[config.mk]
export PLATFORM = sky130hd
export DESIGN_NAME = stp_shelf_ram
export DESIGN_NICKNAME = d
export VERILOG_FILES = /design/src/rtl/stp_pkg.sv /design/src/rtl/stp_shelf_ram.sv
export SDC_FILE = /design/constraint.sdc
export NUM_CORES = 2
export LEC_CHECK = 0
export BUFFER_PORTS_ARGS = -buffer_cell sky130_fd_sc_hd__buf_4
export CAP_MARGIN = 20
export CORE_ASPECT_RATIO = 1.1
export CORE_UTILIZATION = 50
export CTS_CLUSTER_DIAMETER = 60
export CTS_CLUSTER_SIZE = 28
export DETAILED_ROUTE_END_ITERATION = 16
export PLACE_DENSITY_LB_ADDON = 0.08
export SYNTH_ARGS = -nofsm -noshare
export SYNTH_HDL_FRONTEND = slang
export SYNTH_SLANG_ARGS = --single-unit
[constraint.sdc]
create_clock -name clk_i -period 5.58 [get_ports clk_i]
set_clock_uncertainty 0.15 [all_clocks]
set_input_delay 0.558 -clock clk_i [delete_from_list [all_inputs] [get_ports clk_i]]
set_output_delay 0.558 -clock clk_i [all_outputs]
set_load 0.1 [all_outputs]
[src/rtl/stp_pkg.sv]
// ----------------------------------------------------------------------------
// stp_pkg
// Shared types and constants for the shelf tile packer.
// ----------------------------------------------------------------------------
package stp_pkg;

  localparam int MaxShelves   = 64;
  localparam int ShelfAw      = $clog2(MaxShelves);
  localparam int ShelfCw      = $clog2(MaxShelves + 1);
  localparam int TilesPerCube = 6;
  localparam int FaceW        = 3;
  localparam int SizeW        = 15;
  localparam int CoordW       = 14;
  localparam int EntryW       = 10;
  localparam int RankW        = 8;
  localparam int CfgIdxW      = 2;
  localparam int CfgDataW     = 15;

  localparam logic [SizeW-1:0] AtlasLimit = SizeW'(16384);

  typedef logic [SizeW-1:0] dim_t;

  typedef struct packed {
    dim_t top;
    dim_t height;
    dim_t fill;
  } shelf_t;

  typedef struct packed {
    logic               we;
    logic [ShelfAw-1:0] waddr;
    shelf_t             wdata;
    logic [ShelfAw-1:0] raddr;
  } ram_req_t;

  typedef struct packed {
    logic               vld;
    logic [ShelfAw-1:0] addr;
    shelf_t             word;
  } undo_t;

  typedef enum logic [2:0] {
    ST_IDLE,
    ST_CHECK,
    ST_SCAN,
    ST_CMP,
    ST_NEW,
    ST_UNDO,
    ST_EMIT,
    ST_REJECT
  } stp_state_e;

  typedef enum logic [CfgIdxW-1:0] {
    CFG_ATLAS_RES   = 2'd0,
    CFG_MAX_ENTRIES = 2'd1,
    CFG_MAX_LIGHTS  = 2'd2
  } cfg_idx_e;

endpackage

[src/rtl/stp_shelf_ram.sv]
// ----------------------------------------------------------------------------
// stp_shelf_ram
// Shelf table: one write port, one read port with registered read data.
// ----------------------------------------------------------------------------
module stp_shelf_ram
  import stp_pkg::*;
(
  input  logic     clk_i,
  input  ram_req_t req_i,
  output shelf_t   rdata_o
);

  shelf_t mem_q [MaxShelves];
  shelf_t rdata_q;

  always_ff @(posedge clk_i) begin
    if (req_i.we) begin
      mem_q[req_i.waddr] <= req_i.wdata;
    end
    rdata_q <= mem_q[req_i.raddr];
  end

  assign rdata_o = rdata_q;

endmodule

==> flow_summary.html <==
<table>
<tr><th>Metric</th><th>Value</th></tr>
<tr><th colspan="2">Status</th></tr>
<tr><td>Status</td><td>finished, final reports clean</td></tr>
<tr><th colspan="2">Placed design</th></tr>
<tr><td>Port Buf Inserts</td><td>103</td></tr>
<tr><td>Routability-driven placement congestion ratio</td><td>0.784</td></tr>
<tr><td>HPWL Detailed</td><td>~170000 um</td></tr>
<tr><td>Pre-CTS worst setup slack</td><td>roughly 1.6 ns</td></tr>
<tr><th colspan="2">Floorplan</th></tr>
<tr><td>Chip width</td><td>~450 um</td></tr>
<tr><td>Die footprint</td><td>around 220000 um^2</td></tr>
<tr><td>Initial Utilization</td><td>0.503</td></tr>
<tr><td>Die height</td><td>~490 um</td></tr>
<tr><td>Placement Rows</td><td>180</td></tr>
<tr><td>IO Pins</td><td>approximately 100</td></tr>
<tr><td>Standard cell core area</td><td>roughly 220000 um^2</td></tr>
<tr><th colspan="2">Timing</th></tr>
<tr><td>Slack of the critical path</td><td>roughly 2.5 ns</td></tr>
<tr><td>Highest Clock Rate</td><td>between 300 and 400 MHz</td></tr>
<tr><td>Slew @ Worst Pin</td><td>between 1 and 1.5 ns</td></tr>
<tr><td>Max-slew violation count</td><td>0</td></tr>
<tr><td>Setup repair after global routing missed its margin</td><td>no</td></tr>
<tr><td>Setup violators final</td><td>0</td></tr>
<tr><td>Worst slew margin relative to its limit</td><td>0.200</td></tr>
<tr><td>Final Hold Fails</td><td>0</td></tr>
<tr><td>Final TNS setup</td><td>0 ns</td></tr>
<tr><td>Minimum clock period after layout</td><td>3.11 ns</td></tr>
<tr><td>Hold slack</td><td>0.0545 ns</td></tr>
<tr><td>Period utilization</td><td>0.557</td></tr>
<tr><th colspan="2">Finish</th></tr>
<tr><td>Area added between synthesis and finish</td><td>10.6%</td></tr>
<tr><td>Net count, final</td><td>between 4000 and 5000</td></tr>
<tr><td>Fraction of layout instances using a drive strength above 1</td><td>0.285</td></tr>
<tr><th colspan="2">Detailed routing</th></tr>
<tr><td>Iteration-0 DRC count of the detailed router</td><td>around 6000</td></tr>
<tr><td>Drt wl/cell</td><td>between 30 and 40 um</td></tr>
<tr><td>Antenna Nets Post-Route</td><td>0</td></tr>
<tr><td>Number of vias per cell after detailed routing</td><td>roughly 6.5</td></tr>
<tr><td>Total via count in the routed design</td><td>51600</td></tr>
<tr><td>Total Wirelength</td><td>~300000 um</td></tr>
<tr><td>Post-route DRC violation count</td><td>0</td></tr>
<tr><td>Number of iterations in the first detailed-routing pass</td><td>6</td></tr>
<tr><th colspan="2">Worst hold path</th></tr>
<tr><td>Hold/Removal Path Class</td><td>in -&gt; reg</td></tr>
<tr><td>Hold path depth</td><td>1</td></tr>
<tr><td>Startpoint of the lowest-slack hold path</td><td>req_i[50]</td></tr>
<tr><th colspan="2">GRT</th></tr>
<tr><td>First-pass GRT wire length</td><td>around 410000 um</td></tr>
<tr><td>Antenna violations before repair</td><td>16</td></tr>
<tr><td>Global-route congestion overflow total</td><td>0</td></tr>
<tr><td>Largest net degree at the start of global routing</td><td>about 100</td></tr>
<tr><td>Number of global-route vias before repair</td><td>52100</td></tr>
<tr><td>Total GRT Usage</td><td>0.269</td></tr>
<tr><th colspan="2">Critical path</th></tr>
<tr><td>Number of cell instances on the worst register-to-register path</td><td>4</td></tr>
<tr><td>Maximum fanout encountered on the critical timing path</td><td>61</td></tr>
<tr><td>Startpoint class of the critical path</td><td>primary input</td></tr>
<tr><td>Critical register-to-register path endpoint</td><td>rdata_o[16]</td></tr>
<tr><td>Crit path capture type</td><td>flip-flop</td></tr>
<tr><td>Required time at the worst-slack endpoint</td><td>around 6 ns</td></tr>
<tr><td>Arrival time of the worst setup path</td><td>between 3 and 4 ns</td></tr>
<tr><td>Worst setup path start</td><td>req_i[1]</td></tr>
<tr><td>Register-to-register setup slack</td><td>3.06 ns</td></tr>
<tr><td>Destination of the critical timing path</td><td>rdata_o[16]</td></tr>
<tr><td>Category of the most critical setup path</td><td>in -&gt; reg</td></tr>
<tr><td>Worst reg2reg startpoint</td><td>mem_q[11][16]</td></tr>
<tr><th colspan="2">Clock network</th></tr>
<tr><td>CTS tree</td><td>done</td></tr>
<tr><td>TritonCTS buffer count</td><td>~170</td></tr>
<tr><td>Number of levels the H-tree was split into</td><td>4</td></tr>
<tr><td>Max Buffers Root-to-Sink</td><td>3</td></tr>
<tr><td>Reg clk slew, reported paths</td><td>~0.10 ns</td></tr>
<tr><td>Clock Latency Late Sink</td><td>about 0.86 ns</td></tr>
<tr><td>Post-CTS Setup Inserts</td><td>0</td></tr>
<tr><td>Cell at the root of the clock tree</td><td>clkbuf_16</td></tr>
<tr><td>Clock sink count</td><td>2925</td></tr>
<tr><th colspan="2">Power and ir drop</th></tr>
<tr><td>Leakage power total</td><td>approximately 0.037 uW</td></tr>
<tr><td>Worst-case vdd ir drop</td><td>roughly 0.00026 V</td></tr>
<tr><td>Areal power density over the cells</td><td>339 nW/um^2</td></tr>
<tr><th colspan="2">Logic synthesis</th></tr>
<tr><td>Number of enable-type register cells in the synthesized netlist</td><td>2880</td></tr>
<tr><td>Most instantiated flip-flop cell in the synthesis netlist</td><td>edfxtp_1</td></tr>
<tr><td>Async set-or-reset flop fraction in the synthesized netlist</td><td>0</td></tr>
<tr><td>Top cell types by occurrence after synthesis</td><td>edfxtp_1, mux4_2, nor2_1, o22ai_1, clkbuf_1</td></tr>
<tr><td>Synthesized netlist cell count</td><td>between 4000 and 5000</td></tr>
<tr><td>Count of different cell masters after synthesis</td><td>40</td></tr>
<tr><td>Cell type with the largest total area after synthesis</td><td>edfxtp_1</td></tr>
<tr><td>Proportion of netlist area held by the largest area contributor</td><td>0.787</td></tr>
<tr><td>Warnings, synthesis</td><td>0</td></tr>
<tr><td>Leading cell type by number of instances after synthesis</td><td>edfxtp_1</td></tr>
<tr><td>Average cell area after synthesis</td><td>approximately 24 um^2</td></tr>
<tr><td>Share of synthesized area occupied by flip-flops and latches</td><td>0.795</td></tr>
<tr><td>Largest cells by area after synthesis</td><td>edfxtp_1, mux4_2, dfxtp_1</td></tr>
<tr><td>Yosys reg bits</td><td>2925</td></tr>
<tr><td>Syn_nets</td><td>~4700</td></tr>
<tr><td>Cell area after technology mapping</td><td>approximately 110000 um^2</td></tr>
<tr><th colspan="2">Job</th></tr>
<tr><td># Max-Cap Violations</td><td>0</td></tr>
</table>
[final cells by class]
cell class	count	area, um^2
Tap cell	2912	3640
Multi-Input combinational cell	1477	21600
Timing Repair Buffer	317	3060
Antenna cell	7	17.5
Clock buffer	181	4400
Fill cell	16200	97100
Clock inverter	128	1510
Sequential cell	2925	87400
[stage by stage]
step / std cells / total power (uW) / utilization / area, um^2
after floorplan: 4670 / 26400 / - / 110000
after global placement: 7620 / 27500 / 0.528 / 116000
after detailed placement: 7629 / 27500 / 0.529 / 116000
after CTS: 7939 / 41500 / 0.556 / 122000
after global routing: 7942 / 42300 / 0.556 / 122000
final: 7947 / 41200 / 0.556 / 122000
[where the power goes]
part	leakage, uW	switching [uW]	total (uW)	internal, uW
Sequential	0.0263	105	24400	24300
Combinational	0.00805	1730	2550	825
Clock	0.00287	7830	14300	6440
[placed cells by master (no fill, tap or decap), types with 4 or more instances in the layout]
master / netlist / routed
nor2b_1: 12 / 7
a22o_1: 53 / 53
clkbuf_1: 104 / 6
inv_8: 0 / 26
o22ai_1: 119 / 119
bufinv_16: 0 / 6
a31o_2: 5 / 5
nor2_4: 0 / 64
diode_2: 0 / 7
clkinv_1: 0 / 9
inv_12: 0 / 8
nor2_1: 130 / 66
mux2i_1: 60 / 60
o221ai_1: 24 / 24
or3b_2: 4 / 4
clkinv_2: 0 / 12
nand3b_1: 5 / 5
a221oi_1: 79 / 79
inv_6: 0 / 22
mux4_2: 706 / 706
inv_16: 0 / 4
a211oi_1: 20 / 20
buf_4: 62 / 261
nand2b_1: 9 / 7
clkinvlp_4: 0 / 9
nand2_1: 54 / 53
a21oi_1: 73 / 73
dfxtp_1: 45 / 45
a22oi_1: 65 / 65
clkbuf_16: 0 / 175
clkinv_8: 0 / 20
edfxtp_1: 2880 / 2880
mux2_2: 26 / 26
nand3_1: 7 / 7
clkinv_4: 0 / 10
a311oi_1: 5 / 5
buf_12: 0 / 51
[registers in the layout (all words and copies together) (netlist names)]
| register | count |
|---|---|
| mem_q | 2880 |
| rdata_o | 45 |
[cell families (layout without fill, tap and decap cells)]
group / Yosys count / after routing / synth area share
buffers and inverters: 268 / 626 / 0.0133
AND/OR/NAND/NOR: 236 / 236 / 0.00937
flip-flops: 2925 / 2925 / 0.795
other: 0 / 7 / 0
AO/OA/AOI/OAI: 448 / 448 / 0.0295
multiplexers: 793 / 793 / 0.153
[routing by layer]
metal  track usage  part of all wire
met5             0           0.00013
met2         0.454              0.51
met1         0.372              0.40
met4        0.0775             0.030
met3        0.0330             0.062
[worst min-delay path by stage]
stage / slack [ns] / endpoint
after global placement: 0.69 / rdata_o[4]
after detailed placement: 0.69 / rdata_o[1]
after floorplan: 0.51 / mem_q[0][0]
after global routing: 0.06 / mem_q[50][44]
after CTS: 0.01 / mem_q[54][6]
final: 0.05 / mem_q[50][44]
[timing repair]
| action | CTS | global route |
|---|---|---|
| hold buffers | 1 | 0 |
| resized for setup | 0 | 0 |
| endpoints found under the hold margin | 1 | 0 |
[worst max-delay path, stage by stage]
cell and delay, ns:
buf_8 0.44, buf_12 0.38, buf_12 0.36, mux4_2 0.36
a22o_1 0.24, a221oi_1 0.92, a221oi_1 0.22
(Power assumes the default switching activity.)
